<file path="config.mk">
export PLATFORM = sky130hd
export DESIGN_NAME = gradient_line_rasterizer_flat
export DESIGN_NICKNAME = d
export VERILOG_FILES = /design/src/rtl/core/glr_pkg.sv /design/src/rtl/core/glr_in_if.sv /design/src/rtl/core/glr_out_if.sv /design/src/rtl/core/glr_ramp_div.sv /design/src/rtl/core/gradient_line_rasterizer.sv /design/src/flat_wrapper.sv
export SDC_FILE = /design/constraint.sdc
export NUM_CORES = 1
export LEC_CHECK = 0
export BUFFER_PORTS_ARGS = -buffer_cell sky130_fd_sc_hd__buf_2
export CORE_ASPECT_RATIO = 1.5
export CORE_UTILIZATION = 35
export DETAILED_ROUTE_END_ITERATION = 10
export REMOVE_ABC_BUFFERS = 1
export SYNTH_ARGS = -nofsm -noshare
export SYNTH_HDL_FRONTEND = slang
export SYNTH_SLANG_ARGS = --single-unit
</file>
<file path="constraint.sdc">
create_clock -name clk_i -period 15.3 [get_ports clk_i]
set_clock_uncertainty 0.15 [all_clocks]
set_input_delay 2.295 -clock clk_i [delete_from_list [all_inputs] [get_ports clk_i]]
set_output_delay 2.295 -clock clk_i [all_outputs]
set_load 0.03 [all_outputs]
</file>
<file path="src/rtl/core/glr_pkg.sv">
// glr_pkg: shared codes, defaults and types of the gradient line rasterizer
// depends on nothing; used by the interfaces, the ramp divider and the top level
`default_nettype none

package glr_pkg;

  localparam int unsigned COORD_BITS_DEF = 12;
  localparam int unsigned COLOR_BITS_DEF = 8;

  localparam int unsigned NUM_CH    = 3;
  localparam int unsigned CFG_IDX_W = 3;

  // operation codes of an input item
  localparam logic OP_LOAD = 1'b0;
  localparam logic OP_STEP = 1'b1;

  // configuration register indexes
  localparam logic [CFG_IDX_W-1:0] CFG_START_RED   = 3'd0;
  localparam logic [CFG_IDX_W-1:0] CFG_START_GREEN = 3'd1;
  localparam logic [CFG_IDX_W-1:0] CFG_START_BLUE  = 3'd2;
  localparam logic [CFG_IDX_W-1:0] CFG_END_RED     = 3'd3;
  localparam logic [CFG_IDX_W-1:0] CFG_END_GREEN   = 3'd4;
  localparam logic [CFG_IDX_W-1:0] CFG_END_BLUE    = 3'd5;

  // request to the ramp divider
  typedef struct packed {
    logic                start;
    logic [NUM_CH-1:0]   neg;
  } div_req_t;

endpackage

`default_nettype wire

</file>
<file path="src/rtl/core/glr_in_if.sv">
// glr_in_if: input channel of the rasterizer, valid/ready plus the line item
// depends on glr_pkg for the default coordinate width
`default_nettype none

interface glr_in_if #(
  parameter int unsigned COORD_BITS = glr_pkg::COORD_BITS_DEF
);
  logic                         valid;
  logic                         ready;
  logic                         op;
  logic signed [COORD_BITS-1:0] x0;
  logic signed [COORD_BITS-1:0] y0;
  logic signed [COORD_BITS-1:0] x1;
  logic signed [COORD_BITS-1:0] y1;

  modport source (output valid, op, x0, y0, x1, y1, input ready);
  modport sink   (input valid, op, x0, y0, x1, y1, output ready);
endinterface

`default_nettype wire

</file>
<file path="src/rtl/core/glr_out_if.sv">
// glr_out_if: result channel of the rasterizer, valid/ready plus one pixel item
// depends on glr_pkg for the default coordinate and colour widths
`default_nettype none

interface glr_out_if #(
  parameter int unsigned COORD_BITS = glr_pkg::COORD_BITS_DEF,
  parameter int unsigned COLOR_BITS = glr_pkg::COLOR_BITS_DEF
);
  logic                         valid;
  logic                         ready;
  logic signed [COORD_BITS-1:0] pixel_x;
  logic signed [COORD_BITS-1:0] pixel_y;
  logic        [COLOR_BITS-1:0] red;
  logic        [COLOR_BITS-1:0] green;
  logic        [COLOR_BITS-1:0] blue;
  logic                         last_pixel;

  modport source (output valid, pixel_x, pixel_y, red, green, blue, last_pixel, input ready);
  modport sink   (input valid, pixel_x, pixel_y, red, green, blue, last_pixel, output ready);
endinterface

`default_nettype wire

</file>
<file path="src/rtl/core/glr_ramp_div.sv">
// glr_ramp_div: three-lane restoring divider, one quotient bit per cycle,
// giving the floored colour step quotient and remainder; depends on glr_pkg
`default_nettype none

module glr_ramp_div #(
  parameter int unsigned COLOR_BITS = glr_pkg::COLOR_BITS_DEF,
  parameter int unsigned SPAN_W     = glr_pkg::COORD_BITS_DEF + 1
) (
  input  wire                                                    clk_i,
  input  wire                                                    rst_ni,
  input  glr_pkg::div_req_t                                      req_i,
  input  wire  [glr_pkg::NUM_CH-1:0][COLOR_BITS-1:0]             mag_i,
  input  wire  [SPAN_W-1:0]                                      divisor_i,
  output logic                                                   busy_o,
  output logic [glr_pkg::NUM_CH-1:0][COLOR_BITS:0]               quot_o,
  output logic [glr_pkg::NUM_CH-1:0][SPAN_W-1:0]                 rem_o
);

  localparam int unsigned CNT_W = $clog2(COLOR_BITS + 1);

  logic [CNT_W-1:0]                               cnt_q, cnt_d;
  logic [SPAN_W-1:0]                              div_q, div_d;
  logic [glr_pkg::NUM_CH-1:0]                     neg_q, neg_d;
  logic [glr_pkg::NUM_CH-1:0][COLOR_BITS-1:0]     dvd_q, dvd_d;
  logic [glr_pkg::NUM_CH-1:0][SPAN_W-1:0]         rm_q, rm_d;

  assign busy_o = (cnt_q != '0);

  always_comb begin
    logic [SPAN_W:0] trial;
    logic            ge;
    trial = '0;
    ge    = 1'b0;
    cnt_d = cnt_q;
    div_d = div_q;
    neg_d = neg_q;
    dvd_d = dvd_q;
    rm_d  = rm_q;
    if (req_i.start) begin
      cnt_d = CNT_W'(COLOR_BITS);
      div_d = divisor_i;
      neg_d = req_i.neg;
      dvd_d = mag_i;
      rm_d  = '0;
    end else if (busy_o) begin
      cnt_d = cnt_q - 1'b1;
      for (int c = 0; c < glr_pkg::NUM_CH; c++) begin
        trial = {rm_q[c], dvd_q[c][COLOR_BITS-1]};
        ge    = (trial >= {1'b0, div_q});
        rm_d[c]  = ge ? SPAN_W'(trial - {1'b0, div_q}) : trial[SPAN_W-1:0];
        dvd_d[c] = {dvd_q[c][COLOR_BITS-2:0], ge};
      end
    end
  end

  // sign fix-up to a floored quotient with a non-negative remainder
  always_comb begin
    for (int c = 0; c < glr_pkg::NUM_CH; c++) begin
      if (neg_q[c] && (rm_q[c] != '0)) begin
        quot_o[c] = ~{1'b0, dvd_q[c]};
        rem_o[c]  = div_q - rm_q[c];
      end else if (neg_q[c]) begin
        quot_o[c] = -{1'b0, dvd_q[c]};
        rem_o[c]  = rm_q[c];
      end else begin
        quot_o[c] = {1'b0, dvd_q[c]};
        rem_o[c]  = rm_q[c];
      end
    end
  end

  always_ff @(posedge clk_i or negedge rst_ni) begin
    if (!rst_ni) begin
      cnt_q <= '0;
      div_q <= '0;
      neg_q <= '0;
      dvd_q <= '0;
      rm_q  <= '0;
    end else begin
      cnt_q <= cnt_d;
      div_q <= div_d;
      neg_q <= neg_d;
      dvd_q <= dvd_d;
      rm_q  <= rm_d;
    end
  end

endmodule

`default_nettype wire

</file>
<file path="src/rtl/core/gradient_line_rasterizer.sv">
// gradient_line_rasterizer: midpoint line walker with a linear colour ramp
// depends on glr_pkg, glr_in_if, glr_out_if and glr_ramp_div
//
// Usage: a load item (op = 0) latches the endpoints x0,y0 and x1,y1 and the
// start and end colours from the configuration registers. Each step item
// (op = 1) then gives one pixel of the line, end point excluded, with
// last_pixel set on the final one. A step while no line is active, a load
// item and a zero-length line give no result. A load drops any line in work.
// Throughput: one step item per cycle. After a load of a line of non-zero
// length the input is held off while the ramp divider works out the colour
// step, one quotient bit per cycle in each lane. A pixel is registered into
// the output register when its step item is taken, or into the skid while
// the output register holds an item not yet taken. A two-entry output
// (register plus skid) keeps the input open while one result waits; when both
// entries are full the input stalls until the receiver takes an item.
// Reset: configuration returns to red at the start and blue at the end, no
// line is active and the output is empty. The user must write configuration
// through cfg_we_i, cfg_idx_i and cfg_data_i only while the block is idle;
// the block does not enforce it. Indexes beyond the register list are ignored.
`default_nettype none

module gradient_line_rasterizer #(
  parameter int unsigned COORD_BITS = glr_pkg::COORD_BITS_DEF,
  parameter int unsigned COLOR_BITS = glr_pkg::COLOR_BITS_DEF
) (
  input  wire                            clk_i,
  input  wire                            rst_ni,
  glr_in_if.sink                         in_if,
  glr_out_if.source                      out_if,
  input  wire                            cfg_we_i,
  input  wire [glr_pkg::CFG_IDX_W-1:0]   cfg_idx_i,
  input  wire [COLOR_BITS-1:0]           cfg_data_i
);

  localparam int unsigned SPAN_W = COORD_BITS + 1;
  localparam int unsigned DEC_W  = COORD_BITS + 3;
  localparam int unsigned NCH    = glr_pkg::NUM_CH;

  // configuration
  logic [NCH-1:0][COLOR_BITS-1:0] start_q, end_q;

  always_ff @(posedge clk_i or negedge rst_ni) begin
    if (!rst_ni) begin
      start_q <= {{(2*COLOR_BITS){1'b0}}, {COLOR_BITS{1'b1}}};
      end_q   <= {{COLOR_BITS{1'b1}}, {(2*COLOR_BITS){1'b0}}};
    end else if (cfg_we_i) begin
      case (cfg_idx_i)
        glr_pkg::CFG_START_RED:   start_q[0] <= cfg_data_i;
        glr_pkg::CFG_START_GREEN: start_q[1] <= cfg_data_i;
        glr_pkg::CFG_START_BLUE:  start_q[2] <= cfg_data_i;
        glr_pkg::CFG_END_RED:     end_q[0]   <= cfg_data_i;
        glr_pkg::CFG_END_GREEN:   end_q[1]   <= cfg_data_i;
        glr_pkg::CFG_END_BLUE:    end_q[2]   <= cfg_data_i;
        default: ;
      endcase
    end
  end

  // line state
  logic signed [COORD_BITS-1:0]   cur_x_q, cur_x_d, cur_y_q, cur_y_d;
  logic        [SPAN_W-1:0]       major_q, major_d, minor_q, minor_d;
  logic signed [DEC_W-1:0]        dec_q, dec_d;
  logic        [SPAN_W-1:0]       steps_q, steps_d;
  logic        [2:0]              dir_q, dir_d;
  logic        [NCH-1:0][COLOR_BITS-1:0] val_q, val_d;
  logic        [NCH-1:0][SPAN_W-1:0]     err_q, err_d;
  logic                           active_q, active_d;

  // output register and skid
  logic                           out_valid_q, skid_valid_q;
  logic signed [COORD_BITS-1:0]   out_x_q, out_y_q, skid_x_q, skid_y_q;
  logic        [NCH-1:0][COLOR_BITS-1:0] out_c_q, skid_c_q;
  logic                           out_last_q, skid_last_q;

  logic                           div_busy;
  glr_pkg::div_req_t              div_req;
  logic [NCH-1:0][COLOR_BITS-1:0] div_mag;
  logic [NCH-1:0][COLOR_BITS:0]   div_quot;
  logic [NCH-1:0][SPAN_W-1:0]     div_rem;

  logic in_fire, load_fire, produce, out_fire, last_now;

  assign in_if.ready = !div_busy && !skid_valid_q;
  assign in_fire     = in_if.valid && in_if.ready;
  assign load_fire   = in_fire && (in_if.op == glr_pkg::OP_LOAD);
  assign produce     = in_fire && (in_if.op == glr_pkg::OP_STEP) && active_q;
  assign out_fire    = out_valid_q && out_if.ready;
  assign last_now    = (steps_q == SPAN_W'(1));

  // load set-up
  logic signed [COORD_BITS:0] dx_s, dy_s;
  logic        [SPAN_W-1:0]   dx_a, dy_a, ld_major, ld_minor;
  logic                       ld_steep;

  always_comb begin
    dx_s     = {in_if.x1[COORD_BITS-1], in_if.x1} - {in_if.x0[COORD_BITS-1], in_if.x0};
    dy_s     = {in_if.y1[COORD_BITS-1], in_if.y1} - {in_if.y0[COORD_BITS-1], in_if.y0};
    dx_a     = dx_s[COORD_BITS] ? SPAN_W'(-dx_s) : SPAN_W'(dx_s);
    dy_a     = dy_s[COORD_BITS] ? SPAN_W'(-dy_s) : SPAN_W'(dy_s);
    ld_steep = (dy_a > dx_a);
    ld_major = ld_steep ? dy_a : dx_a;
    ld_minor = ld_steep ? dx_a : dy_a;
  end

  always_comb begin
    div_req.start = load_fire && (ld_major != '0);
    for (int c = 0; c < NCH; c++) begin
      div_req.neg[c] = (end_q[c] < start_q[c]);
      div_mag[c]     = div_req.neg[c] ? (start_q[c] - end_q[c]) : (end_q[c] - start_q[c]);
    end
  end

  glr_ramp_div #(
    .COLOR_BITS (COLOR_BITS),
    .SPAN_W     (SPAN_W)
  ) u_div (
    .clk_i     (clk_i),
    .rst_ni    (rst_ni),
    .req_i     (div_req),
    .mag_i     (div_mag),
    .divisor_i (ld_major),
    .busy_o    (div_busy),
    .quot_o    (div_quot),
    .rem_o     (div_rem)
  );

  // step and load update
  always_comb begin
    logic            steep, dpos;
    logic [SPAN_W:0] esum;
    cur_x_d  = cur_x_q;
    cur_y_d  = cur_y_q;
    major_d  = major_q;
    minor_d  = minor_q;
    dec_d    = dec_q;
    steps_d  = steps_q;
    dir_d    = dir_q;
    val_d    = val_q;
    err_d    = err_q;
    active_d = active_q;
    steep    = dir_q[0];
    dpos     = (dec_q > 0);
    esum     = '0;
    if (load_fire) begin
      cur_x_d  = in_if.x0;
      cur_y_d  = in_if.y0;
      major_d  = ld_major;
      minor_d  = ld_minor;
      dec_d    = $signed(DEC_W'({ld_minor, 1'b0})) - $signed(DEC_W'(ld_major));
      steps_d  = ld_major;
      dir_d    = {dy_s[COORD_BITS], dx_s[COORD_BITS], ld_steep};
      val_d    = start_q;
      err_d    = '0;
      active_d = (ld_major != '0);
    end else if (produce) begin
      if (steep || dpos) begin
        cur_y_d = dir_q[2] ? cur_y_q - 1'b1 : cur_y_q + 1'b1;
      end
      if (!steep || dpos) begin
        cur_x_d = dir_q[1] ? cur_x_q - 1'b1 : cur_x_q + 1'b1;
      end
      if (dpos) begin
        dec_d = dec_q + $signed(DEC_W'({minor_q, 1'b0})) - $signed(DEC_W'({major_q, 1'b0}));
      end else begin
        dec_d = dec_q + $signed(DEC_W'({minor_q, 1'b0}));
      end
      for (int c = 0; c < NCH; c++) begin
        esum = {1'b0, err_q[c]} + {1'b0, div_rem[c]};
        if (esum >= {1'b0, major_q}) begin
          err_d[c] = SPAN_W'(esum - {1'b0, major_q});
          val_d[c] = val_q[c] + div_quot[c][COLOR_BITS-1:0] + 1'b1;
        end else begin
          err_d[c] = esum[SPAN_W-1:0];
          val_d[c] = val_q[c] + div_quot[c][COLOR_BITS-1:0];
        end
      end
      steps_d = steps_q - 1'b1;
      if (last_now) begin
        active_d = 1'b0;
      end
    end
  end

  always_ff @(posedge clk_i or negedge rst_ni) begin
    if (!rst_ni) begin
      cur_x_q  <= '0;
      cur_y_q  <= '0;
      major_q  <= '0;
      minor_q  <= '0;
      dec_q    <= '0;
      steps_q  <= '0;
      dir_q    <= '0;
      val_q    <= '0;
      err_q    <= '0;
      active_q <= 1'b0;
    end else begin
      cur_x_q  <= cur_x_d;
      cur_y_q  <= cur_y_d;
      major_q  <= major_d;
      minor_q  <= minor_d;
      dec_q    <= dec_d;
      steps_q  <= steps_d;
      dir_q    <= dir_d;
      val_q    <= val_d;
      err_q    <= err_d;
      active_q <= active_d;
    end
  end

  // output register with skid
  always_ff @(posedge clk_i or negedge rst_ni) begin
    if (!rst_ni) begin
      out_valid_q  <= 1'b0;
      skid_valid_q <= 1'b0;
    end else if (!out_valid_q || out_fire) begin
      if (skid_valid_q) begin
        out_valid_q  <= 1'b1;
        skid_valid_q <= 1'b0;
      end else begin
        out_valid_q  <= produce;
      end
    end else if (produce) begin
      skid_valid_q <= 1'b1;
    end
  end

  always_ff @(posedge clk_i) begin
    if (!out_valid_q || out_fire) begin
      if (skid_valid_q) begin
        out_x_q    <= skid_x_q;
        out_y_q    <= skid_y_q;
        out_c_q    <= skid_c_q;
        out_last_q <= skid_last_q;
      end else if (produce) begin
        out_x_q    <= cur_x_q;
        out_y_q    <= cur_y_q;
        out_c_q    <= val_q;
        out_last_q <= last_now;
      end
    end else if (produce) begin
      skid_x_q    <= cur_x_q;
      skid_y_q    <= cur_y_q;
      skid_c_q    <= val_q;
      skid_last_q <= last_now;
    end
  end

  assign out_if.valid      = out_valid_q;
  assign out_if.pixel_x    = out_x_q;
  assign out_if.pixel_y    = out_y_q;
  assign out_if.red        = out_c_q[0];
  assign out_if.green      = out_c_q[1];
  assign out_if.blue       = out_c_q[2];
  assign out_if.last_pixel = out_last_q;

  // checks
  a_skid_behind_out : assert property (@(posedge clk_i) disable iff (!rst_ni)
    skid_valid_q |-> out_valid_q)
    else $error("skid holds an item while the output register is empty");

  a_active_has_steps : assert property (@(posedge clk_i) disable iff (!rst_ni)
    active_q |-> (steps_q != '0))
    else $error("line active with no pixels left");

  a_idle_step_silent : assert property (@(posedge clk_i) disable iff (!rst_ni)
    (in_fire && !active_q && !out_valid_q) |=> !out_valid_q)
    else $error("item produced while no line was active");

  a_line_end_on_step : assert property (@(posedge clk_i) disable iff (!rst_ni)
    (active_q && !in_fire) |=> active_q)
    else $error("line ended without an accepted item");

  a_no_accept_busy : assert property (@(posedge clk_i) disable iff (!rst_ni)
    div_req.start |=> (div_busy && !in_if.ready))
    else $error("input open while the colour step is still being divided");

endmodule

`default_nettype wire
</file>
<file path="src/flat_wrapper.sv">
// flat-port wrapper written by rule: the top's interface ports become plain ports
module gradient_line_rasterizer_flat 
#(
  parameter int unsigned COORD_BITS = glr_pkg::COORD_BITS_DEF,
  parameter int unsigned COLOR_BITS = glr_pkg::COLOR_BITS_DEF
)
  (clk_i, rst_ni, cfg_we_i, cfg_idx_i, cfg_data_i, in_if_valid, in_if_op, in_if_x0, in_if_y0, in_if_x1, in_if_y1, in_if_ready, out_if_valid, out_if_pixel_x, out_if_pixel_y, out_if_red, out_if_green, out_if_blue, out_if_last_pixel, out_if_ready);
  glr_in_if #(.COORD_BITS(COORD_BITS)) in_if_i ();
  glr_out_if #(.COORD_BITS(COORD_BITS), .COLOR_BITS(COLOR_BITS)) out_if_i ();
  input  wire clk_i;
  input  wire rst_ni;
  input  wire cfg_we_i;
  input  wire [glr_pkg::CFG_IDX_W-1:0] cfg_idx_i;
  input  wire [COLOR_BITS-1:0] cfg_data_i;
  input wire logic [$bits(in_if_i.valid)-1:0] in_if_valid;
  input wire logic [$bits(in_if_i.op)-1:0] in_if_op;
  input wire logic [$bits(in_if_i.x0)-1:0] in_if_x0;
  input wire logic [$bits(in_if_i.y0)-1:0] in_if_y0;
  input wire logic [$bits(in_if_i.x1)-1:0] in_if_x1;
  input wire logic [$bits(in_if_i.y1)-1:0] in_if_y1;
  output wire logic [$bits(in_if_i.ready)-1:0] in_if_ready;
  output wire logic [$bits(out_if_i.valid)-1:0] out_if_valid;
  output wire logic [$bits(out_if_i.pixel_x)-1:0] out_if_pixel_x;
  output wire logic [$bits(out_if_i.pixel_y)-1:0] out_if_pixel_y;
  output wire logic [$bits(out_if_i.red)-1:0] out_if_red;
  output wire logic [$bits(out_if_i.green)-1:0] out_if_green;
  output wire logic [$bits(out_if_i.blue)-1:0] out_if_blue;
  output wire logic [$bits(out_if_i.last_pixel)-1:0] out_if_last_pixel;
  input wire logic [$bits(out_if_i.ready)-1:0] out_if_ready;
  assign in_if_i.valid = in_if_valid;
  assign in_if_i.op = in_if_op;
  assign in_if_i.x0 = in_if_x0;
  assign in_if_i.y0 = in_if_y0;
  assign in_if_i.x1 = in_if_x1;
  assign in_if_i.y1 = in_if_y1;
  assign in_if_ready = in_if_i.ready;
  assign out_if_valid = out_if_i.valid;
  assign out_if_pixel_x = out_if_i.pixel_x;
  assign out_if_pixel_y = out_if_i.pixel_y;
  assign out_if_red = out_if_i.red;
  assign out_if_green = out_if_i.green;
  assign out_if_blue = out_if_i.blue;
  assign out_if_last_pixel = out_if_i.last_pixel;
  assign out_if_i.ready = out_if_ready;
  gradient_line_rasterizer #(.COORD_BITS(COORD_BITS), .COLOR_BITS(COLOR_BITS)) u_core (.clk_i(clk_i), .rst_ni(rst_ni), .in_if(in_if_i), .out_if(out_if_i), .cfg_we_i(cfg_we_i), .cfg_idx_i(cfg_idx_i), .cfg_data_i(cfg_data_i));
endmodule
</file>
==> results of run 1 <==
==> flip-flops by register name, summed over array words and instances (netlist names), 15 cells and up <==
| name | cells |
|---|---|
| u_core.dec_q | 15 |
| u_core.end_q | 24 |
| u_core.err_q | 39 |
| u_core.skid_c_q | 24 |
| u_core.start_q | 24 |
| u_core.u_div.dvd_q | 24 |
| u_core.u_div.rm_q | 39 |
| u_core.val_q | 24 |
==> worst max-delay path, delay by kind of cell <==
family | cells | cell delay, ns
AOI/OAI and AO/OA | 13 | 3.24
adders and majority gates | 4 | 1.37
and+or+nand+nor | 11 | 2.55
buffers and inverters | 2 | 0.10
==> per-layer routing <==
layer | vias to the layer above | part of all wire [%]
met2 | 538 | 51
met4 | 0 | 4.4
met3 | 171 | 3.4
met5 | - | 0
li1 | 12933 | -
met1 | 12639 | 41
==> worst max-delay path by stage <==
stage | from | endpoint | slack [ns] | depth (start not counted)
floorplan | in_if_x1[0] | u_core.u_div.rm_q[0] | 5.68 | 20
global placement | in_if_x1[0] | u_core.dec_q[13] | 5.65 | 29
detailed placement | in_if_y1[0] | u_core.dec_q[14] | 5.54 | 30
CTS | in_if_x1[0] | u_core.dec_q[14] | 6.15 | 30
global route | in_if_y1[0] | u_core.dec_q[12] | 5.37 | 30
finish | in_if_x1[0] | u_core.dec_q[14] | 6.04 | 30
==> through the flow <==
step                setup WS (ns)  std cells
CTS                          6.15       4824
floorplan                    5.68       3469
finish                       6.04       4824
global placement             5.65       4748
detailed placement           5.54       4748
global route                 5.37       4824
==> Yosys cell counts, types with 6 or more instances <==
| cell | n |
|---|---|
| edfxtp_1 | 98 |
| nand2_1 | 394 |
| o311ai_0 | 6 |
| a22o_1 | 6 |
| clkbuf_1 | 102 |
| or2_2 | 19 |
| nor2_1 | 250 |
| nand3_1 | 54 |
| a21o_1 | 52 |
| nor3_1 | 84 |
| or3_1 | 38 |
| a31oi_1 | 20 |
| o31a_1 | 9 |
| fa_1 | 28 |
| o31ai_1 | 29 |
| buf_2 | 9 |
| nand2b_1 | 47 |
| mux2_2 | 69 |
| a21boi_0 | 39 |
| o21bai_1 | 10 |
| a221oi_1 | 7 |
| a221o_1 | 19 |
| o2111ai_1 | 6 |
| o22ai_1 | 48 |
| nand4_1 | 33 |
| o21a_1 | 27 |
| o41ai_1 | 13 |
| and3_1 | 19 |
| inv_1 | 304 |
| o21ai_0 | 366 |
| xnor2_1 | 171 |
| dfstp_2 | 16 |
| mux2i_1 | 36 |
| nor4_1 | 15 |
| buf_1 | 6 |
| a22oi_1 | 29 |
| a21oi_1 | 221 |
| ha_1 | 325 |
| xor2_1 | 65 |
| dfrtp_1 | 262 |
| nor2b_1 | 65 |
| o211ai_1 | 28 |
| nand3b_1 | 7 |
| a211oi_1 | 37 |
==> layout make-up <==
type                            count  area share (%)
Tap cell                         1139            4.17
Sequential cell                   376            29.0
Clock buffer                       53            3.44
Multi-Input combinational cell   2787            56.6
Clock inverter                     23            1.10
Timing Repair Buffer              140            2.33
Inverter                          306            3.36
==> cell families after synthesis <==
group           count (synthesis)
compound gates               1032
fa+ha+maj                     353
mux                           105
xor+xnor                      236
simple gates                 1061
buf+inv                       427
flops                         376
==> metrics.md, run 1 <==
| Metric | Value |
|---|---|
| Status | `complete, no violations` |
| XOR/XNOR Fraction of Synth Area | `6.71%` |
| Hold path endpoint | `u_core.major_q[3]` |
| Area fraction in compound gates after synthesis | `21.0%` |
| Ys flop type | `dfrtp_1` |
| HP Class | `flop to flop` |
| Asr flop ratio synth | `73.9%` |
| Maximum clock path buffer count | `3` |
| Most frequent cells in the layout | `394 x nand2_1, 365 x o21ai_0, 325 x ha_1` |
| Root cell of the clock tree | `clkbuf_16` |
| Post-synth top area cell | `dfrtp_1` |
| Crit Path Class | `input pin to flop` |
| Fill cells | `8822` |
| Placed cell area | `32600 um2` |
| Top cell type's share of synthesized area | `21.3%` |
| Gates resized, CTS repair | `0` |
| # Max-Cap Violations | `0` |
| CP max FO | `27` |
| FF-to-FF setup slack | `7.66 ns` |
| Cell variety after synth | `93` |
| CP startpoint kind | `input pin` |
| Synthesized area per cell | `8.58 um2` |
| Row cnt | `132` |
| Port buffer count | `115` |
| Commonest non-fill, non-tap cell in the layout | `nand2_1` |
| Wire per inst | `19.3 um` |
| Mapped Area | `30800 um2` |
| Worst Min Path Start | `u_core.major_q[3]` |
| Tot GR Track Use | `20.7%` |
| Multi-input logic area | `19400 um2` |
| Initial Utilization | `35.5%` |
| Vias in the first global route | `26028` |
| Layout cells sized above 1 | `9.53%` |
| Final hold slack | `0.327 ns` |
| Busiest metal layer after global routing | `met2` |
| Simple-Gate Fraction of Synth Area | `16.1%` |
| CP max stage cell | `or2_2` |
| RSZ-0062 raised after global routing | `no` |
| Ys Warns | `0` |
| Number of H-tree levels | `2` |
| Die Wd | `244 um` |
| Layout area overhead | `11.0%` |
| M1 GR Usage | `24.1%` |
| Final Cycle Share | `60.5%` |
| Register bit total from synthesis | `376` |
| WP data arrival | `9.59 ns` |
| DR vias | `26281` |
| Worst Reg-to-Reg Cells | `27` |
| Multiplexer area fraction after synthesis | `3.69%` |
| Post-layout util | `39.4%` |
| Critical path endpoint category | `flop` |
| Largest family of logic cells by synthesized area | `compound AO/OA/AOI/OAI gates` |
| Clock Latency Late Sink | `0.62 ns` |
| Top post-synthesis cells by area | `dfrtp_1 21%, ha_1 13%, edfxtp_1 9.6%, o21ai_0 5.9%, xnor2_1 4.9%` |
| Postcts setup bufs | `0` |
| Met3 Use GR | `1.86%` |
| Sequential element share of the synthesized area | `32.2%` |
| Syn Inst Count | `3590` |
| Inserted Diodes | `0` |
| Post-synth EDFFs | `98` |
| Final setup viols | `0` |
| Worst r2r src | `u_core.u_div.rm_q[33]` |
| Core Region | `86700 um2` |
| Die ar. | `89300 um2` |
| Post-DP HPWL | `68300 um` |
| Crit path top cell by count | `o21ai_0` |
| Final Net Count | `4070` |
| # DRC | `0` |
| Final setup TNS | `0 ns` |
| Hold_buf cts | `0` |
| Slowest cell delay on critical path | `0.52 ns` |
| Slew HR | `23.1%` |
| Initial antenna violation count | `0` |
| Worst hold stages | `1` |
| Worst Tran Pin Value | `1.15 ns` |
| FF-to-FF End | `u_core.val_q[23]` |
| Vias per cell | `5.45` |
| Ports | `116` |
| Clock-pin slew on the worst setup and hold paths | `0.06 ns` |
| Final RePlAce weighted congestion | `0.907` |
| Design area | `34200 um2` |
| Cts bufs inserted | `41` |
| Reg area | `9920 um2` |
| First-pass GRT wire length | `145000 um` |
| Sink Count | `376` |
| Total gr overflow | `0` |
| Largest net degree at the start of global routing | `135` |
| Synth Area in Adders | `15.0%` |
| Worst Path Required | `15.63 ns` |
| Max-slew violations | `0` |
| Global-route track usage on met2 | `38.2%` |
| CTS tree | `done` |
| Die span in y | `365 um` |
| Antenna viol nets, final | `0` |
| Fmax | `108 MHz` |
| Final min period | `9.26 ns` |
| First-pass iteration count of the detailed router | `5` |
| WL final | `93100 um` |
| Initial DRC count | `1482` |
| Final hold violation count | `0` |
Power of run 1 is not shown: default switching activity piles up to over one toggle a cycle in this logic, so the estimate is an artifact.
==> run 2, diff against run 1 <==
- clock period: 15.3 -> 7.8 ns (I/O delays scaled with it)
==> run 2 against run 1 <==
Compared with the run above: via count rose by 1.4%; non-clock buffer count rose by 120; first-iteration DRC count fell by 14%; sequential share of layout area fell by 0.67 points; register-to-register slack got worse by 6.8 ns; critical path type unchanged.
==> metrics.md, run 2 (same netlist as run 1, synthesis figures left out) <==
| Metric | Value |
|---|---|
| Row cnt | `132 (unchanged)` |
| Final Net Count | `4188 (was 4070)` |
| First-pass GRT wire length | `142000 um (was 145000 um)` |
| Pre-CTS setup slack | `-0.419 ns (was 5.54 ns)` |
| Placed cell area | `33600 um2 (was 32600 um2)` |
| Initial Utilization | `35.5% (unchanged)` |
| Ports | `116 (unchanged)` |
| CP max stage cell | `or3_1 (was or2_2)` |
| Post-DP HPWL | `68000 um (was 68300 um)` |
| Final Cycle Share | `92.4%` |
| Commonest non-fill, non-tap cell in the layout | `nand2_1 (unchanged)` |
| Vias per cell | `5.39 (was 5.45)` |
| Worst r2r src | `u_core.u_div.rm_q[19] (was u_core.u_div.rm_q[33])` |
| Fill cells | `8813 (was 8822)` |
| Initial antenna violation count | `0 (unchanged)` |
| Sink Count | `376 (unchanged)` |
| Slowest cell delay on critical path | `0.44 ns (was 0.52 ns)` |
| Design area | `35000 um2 (was 34200 um2)` |
| Final setup TNS | `0 ns (unchanged)` |
| Clock-pin slew on the worst setup and hold paths | `0.06 ns (about the same)` |
| Total gr overflow | `0 (unchanged)` |
| Root cell of the clock tree | `clkbuf_16 (unchanged)` |
| Final min period | `7.21 ns` |
| Tot GR Track Use | `20.1% (was 20.7%)` |
| M1 GR Usage | `23.2% (was 24.1%)` |
| RSZ-0062 raised after global routing | `no (unchanged)` |
| Global-route track usage on met2 | `37.4% (was 38.2%)` |
| Die Wd | `244 um (unchanged)` |
| Hold_buf cts | `0 (unchanged)` |
| FF-to-FF setup slack | `0.82 ns (was 7.66 ns)` |
| Reg area | `9920 um2 (unchanged)` |
| # DRC | `0 (unchanged)` |
| Max-slew violations | `0 (unchanged)` |
| Slew HR | `17.7% (was 23.1%)` |
| Core Region | `86700 um2 (unchanged)` |
| Fmax | `139 MHz` |
| Critical path destination | `u_core.dec_q[14] (unchanged)` |
| Port buffer count | `115 (unchanged)` |
| Die ar. | `89300 um2 (unchanged)` |
| Initial DRC count | `1279 (was 1482)` |
| # Max-Cap Violations | `0 (unchanged)` |
| Worst Path Required | `8.13 ns (was 15.63 ns)` |
| Final hold slack | `0.328 ns (was 0.327 ns)` |
| HP Class | `flop to flop (unchanged)` |
| Cts bufs inserted | `39 (was 41)` |
| DR vias | `26648 (was 26281)` |
| Worst Setup SP | `in_if_x1[0] (unchanged)` |
| Largest regs | `u_core.err_q (39), u_core.u_div.rm_q (39) (unchanged)` |
| Layout cells sized above 1 | `12.4% (was 9.53%)` |
| WL final | `90400 um (was 93100 um)` |
| CP startpoint kind | `input pin (unchanged)` |
| Maximum clock path buffer count | `3 (unchanged)` |
| Critical path endpoint category | `flop (unchanged)` |
| Worst Reg-to-Reg Cells | `27 (unchanged)` |
| Busiest metal layer after global routing | `met2 (unchanged)` |
| Vias in the first global route | `26393 (was 26028)` |
| Multi-input logic area | `19400 um2 (about the same)` |
| Worst Tran Pin Value | `1.23 ns (was 1.15 ns)` |
| Final hold violation count | `0 (unchanged)` |
| Most frequent cells in the layout | `394 x nand2_1, 362 x o21ai_0, 325 x ha_1 (was 394 x nand2_1, 365 x o21ai_0, 325 x ha_1)` |
| Number of H-tree levels | `2 (unchanged)` |
| Largest net degree at the start of global routing | `159 (was 135)` |
| Antenna viol nets, final | `0 (unchanged)` |
| CTS tree | `done (unchanged)` |
| WP data arrival | `7.53 ns (was 9.59 ns)` |
| Inserted Diodes | `0 (unchanged)` |
| Met3 Use GR | `1.96% (was 1.86%)` |
| First-pass iteration count of the detailed router | `5 (unchanged)` |
| Die span in y | `365 um (unchanged)` |
| Crit Path Class | `input pin to flop (unchanged)` |
| Setup WS post-layout | `0.594 ns (was 6.04 ns)` |
| FF-to-FF End | `u_core.val_q[14] (was u_core.val_q[23])` |
| Status | `complete, no violations (unchanged)` |
| Final RePlAce weighted congestion | `0.927 (was 0.907)` |
| Clock Latency Late Sink | `0.60 ns (was 0.62 ns)` |
| Final setup viols | `0 (unchanged)` |
| CP max FO | `9 (was 27)` |
| Crit path top cell by count | `ha_1 (was o21ai_0)` |
| Layout area overhead | `13.6% (was 11.0%)` |
| Wire per inst | `18.3 um (was 19.3 um)` |
[run 2: cell types whose count changed in the layout (fill, tap and decap cells not counted), moves of 2 or more]
cell,delta
clkbuf_16,-5
o21ai_0,-3
o21ai_1,+3
clkinv_2,-2
buf_4,+119
[run 2: layout make-up]
cell class | instances | area share (%)
Multi-Input combinational cell | 2787 | 55.4
Sequential cell | 376 | 28.3
Timing Repair Buffer | 260 | 4.89
Tap cell | 1139 | 4.07
Inverter | 306 | 3.28
Clock buffer | 49 | 3.01
Clock inverter | 23 | 1.05
[run 2: worst min path at each step]
| stage | cells past startpoint | start | end | slack [ns] |
|---|---|---|---|---|
| after floorplan | 2 | u_core.minor_q[12] | u_core.minor_q[12] | 0.29 |
| after global placement | 1 | u_core.major_q[8] | u_core.major_q[8] | 0.31 |
| after detailed placement | 1 | u_core.major_q[2] | u_core.major_q[2] | 0.32 |
| after CTS | 1 | u_core.major_q[2] | u_core.major_q[2] | 0.33 |
| after global routing | 1 | u_core.major_q[8] | u_core.major_q[8] | 0.34 |
| final | 1 | u_core.major_q[2] | u_core.major_q[2] | 0.33 |
[run 2: repair_timing]
action,4_1_cts,5_1_grt
setup endpoints to repair,0,9
setup buffers,0,0
gates resized for setup,0,10
[run 2: stage by stage]
| stage | utilization, % | cells |
|---|---|---|
| 3_5_place_dp | 38.7 | 4868 |
| 5_1_grt | 40.4 | 4940 |
| 3_3_place_gp | 38.7 | 4868 |
| 6_report | 40.4 | 4940 |
| 4_1_cts | 40.3 | 4940 |
| 2_1_floorplan | - | 3469 |
[run 2: routing by layer]
metal	wire, um	part of all wire (%)	vias to the layer above
met5	0	0	-
met4	4040	4.5	0
met3	2990	3.3	150
met2	46100	51	479
met1	37300	41	12863
li1	-	-	13156
[run 2: worst max-delay path, delay by kind of cell]
family          cells  cell delay, ns
fa+ha+maj           4            1.22
buf+inv             2            0.11
compound gates     13            2.86
simple gates       10            2.14
Power of run 2 is left out for the same reason.
==> run 3, diff against run 2 <==
- CORE_ASPECT_RATIO: 1.5 -> 0.9
- GPL_ROUTABILITY_DRIVEN: default -> 1
==> run 3 against run 2 <==
Compared with the run above: hold slack improved by 0.00097 ns; die area is essentially flat; fmax decreased by 1.1%; core utilization about the same; via count fell by 0.55%; routed wire length decreased by 1.5%; critical path depth rose by 1; first-iteration DRC count rose by 33%; final area hardly changed; sequential share of layout area about the same; clock-buffer cell count increased by 9.
==> metrics.md, run 3 (same netlist as run 1, synthesis figures left out) <==
| Metric | Value |
|---|---|
| Maximum clock path buffer count | `3 (unchanged)` |
| Fmax | `137 MHz (was 139 MHz)` |
| CP max stage cell | `or3_1 (unchanged)` |
| Final hold slack | `0.329 ns (was 0.328 ns)` |
| Initial antenna violation count | `0 (unchanged)` |
| DR vias | `26502 (was 26648)` |
| Post-DP HPWL | `66700 um (was 68000 um)` |
| WL final | `89000 um (was 90400 um)` |
| Final RePlAce weighted congestion | `0.913 (was 0.927)` |
| Final cell count without fillers | `4929 (was 4940)` |
| First-pass GRT wire length | `141000 um (was 142000 um)` |
| Final setup viols | `0 (unchanged)` |
| Clock-pin slew on the worst setup and hold paths | `0.06 ns (about the same)` |
| Number of H-tree levels | `2 (unchanged)` |
| Largest net degree at the start of global routing | `107 (was 159)` |
| Antenna viol nets, final | `0 (unchanged)` |
| Tot GR Track Use | `19.7% (was 20.1%)` |
| Worst r2r src | `u_core.u_div.rm_q[19] (unchanged)` |
| Critical path endpoint category | `flop (unchanged)` |
| Die Wd | `315 um (was 244 um)` |
| Final hold violation count | `0 (unchanged)` |
| Placed cell area | `33400 um2 (was 33600 um2)` |
| Vias per cell | `5.38 (was 5.39)` |
| Layout cells sized above 1 | `12.0% (was 12.4%)` |
| CP startpoint kind | `input pin (unchanged)` |
| Placed instance count | `4842 (was 4868)` |
| Initial DRC count | `1705 (was 1279)` |
| Inserted Diodes | `0 (unchanged)` |
| Largest regs | `u_core.err_q (39), u_core.u_div.rm_q (39) (unchanged)` |
| CP max FO | `6 (was 9)` |
| Ports | `116 (unchanged)` |
| Most frequent cells in the layout | `394 x nand2_1, 363 x o21ai_0, 325 x ha_1 (was 394 x nand2_1, 362 x o21ai_0, 325 x ha_1)` |
| Clock Latency Late Sink | `0.60 ns (about the same)` |
| Max-slew violations | `0 (unchanged)` |
| # Max-Cap Violations | `0 (unchanged)` |
| Core Region | `86700 um2 (about the same)` |
| Commonest non-fill, non-tap cell in the layout | `nand2_1 (unchanged)` |
| Cts bufs inserted | `47 (was 39)` |
| Worst Setup SP | `in_if_x1[0] (unchanged)` |
| Final min period | `7.29 ns (was 7.21 ns)` |
| Root cell of the clock tree | `clkbuf_16 (unchanged)` |
| Crit Path Class | `input pin to flop (unchanged)` |
| HP Class | `flop to flop (unchanged)` |
| Hold_buf cts | `0 (unchanged)` |
| WP data arrival | `7.61 ns (was 7.53 ns)` |
| Sink Count | `376 (unchanged)` |
| Port buffer count | `115 (unchanged)` |
| Design area | `35000 um2 (about the same)` |
| Fill cells | `8652 (was 8813)` |
| RSZ-0062 raised after global routing | `no (unchanged)` |
| Initial Utilization | `35.6% (was 35.5%)` |
| CP top delay family | `compound AO/OA/AOI/OAI gates (unchanged)` |
| Post-layout util | `40.4% (about the same)` |
| Die span in y | `283 um (was 365 um)` |
| # DRC | `0 (unchanged)` |
| Total gr overflow | `0 (unchanged)` |
| Status | `complete, no violations (unchanged)` |
| Die ar. | `89200 um2 (was 89300 um2)` |
| Final Cycle Share | `93.4% (was 92.4%)` |
| CTS tree | `done (unchanged)` |
| Layout area overhead | `13.5% (was 13.6%)` |
| First-pass iteration count of the detailed router | `6 (was 5)` |
| CP Buf/Inv Count | `3 (was 2)` |
| Wire per inst | `18.1 um (was 18.3 um)` |
| Final Net Count | `4165 (was 4188)` |
| Worst Min Path Start | `u_core.major_q[2] (unchanged)` |
| Worst Path Required | `8.12 ns (was 8.13 ns)` |
| Slew HR | `31.2% (was 17.7%)` |
| Slowest cell delay on critical path | `0.44 ns (about the same)` |
| Crit path top cell by count | `ha_1 (unchanged)` |
| Row cnt | `102 (was 132)` |
| Vias in the first global route | `25141 (was 26393)` |
| Worst Tran Pin Value | `1.03 ns (was 1.23 ns)` |
## run 3: per-stage QoR
| step | TNS, ns | worst slack, ns |
|---|---|---|
| floorplan | -74.40 | -0.758 |
| global placement | -0.141 | -0.0521 |
| global route | 0 | 0.00941 |
| detailed placement | -0.512 | -0.162 |
| finish | 0 | 0.513 |
| CTS | 0 | 0.457 |
## run 3: worst register-to-register path, delay by kind of cell, from the launching register on
family,cells,cell delay [ns]
flip-flops,1,0.45
AO/OA/AOI/OAI,10,1.90
buffers and inverters,2,0.40
XOR/XNOR,2,0.40
adder cells (fa/ha/maj),3,0.89
AND/OR/NAND/NOR,10,2.75
## run 3: worst paths after layout
| check | end | slack (ns) | depth (start not counted) |
|---|---|---|---|
| min | u_core.major_q[2] | 0.33 | 1 |
| max in group asynchronous | u_core.u_div.rm_q[4] | 5.71 | 2 |
| min reg2reg | u_core.major_q[2] | 0.33 | 1 |
| max reg2reg | u_core.val_q[15] | 0.75 | 27 |
| max | u_core.dec_q[10] | 0.51 | 30 |
| min in group asynchronous | u_core.cur_y_q[3] | 0.35 | 1 |
## run 3: layer usage
layer / up-vias / GRT usage, % / share of wire, %
met5: - / 0 / 0
met3: 104 / 2.97 / 5.4
met4: 0 / 5.13 / 2.3
met2: 604 / 29.5 / 42
li1: 13165 / - / -
met1: 12629 / 29.3 / 50
## run 3: final cells by class
class,count,area (um2),share of cell area (%)
Multi-Input combinational cell,2787,19400,55.4
Sequential cell,376,9920,28.4
Timing Repair Buffer,229,1500,4.30
Tap cell,1144,1430,4.09
Clock buffer,58,1310,3.74
Inverter,306,1150,3.28
Clock inverter,29,300,0.858
## run 3: repair_timing
| action | CTS | global route |
|---|---|---|
| setup buffers | 0 | 0 |
| resized for setup | 0 | 6 |
| setup endpoints to repair | 0 | 6 |
Power of run 3 is left out for the same reason.
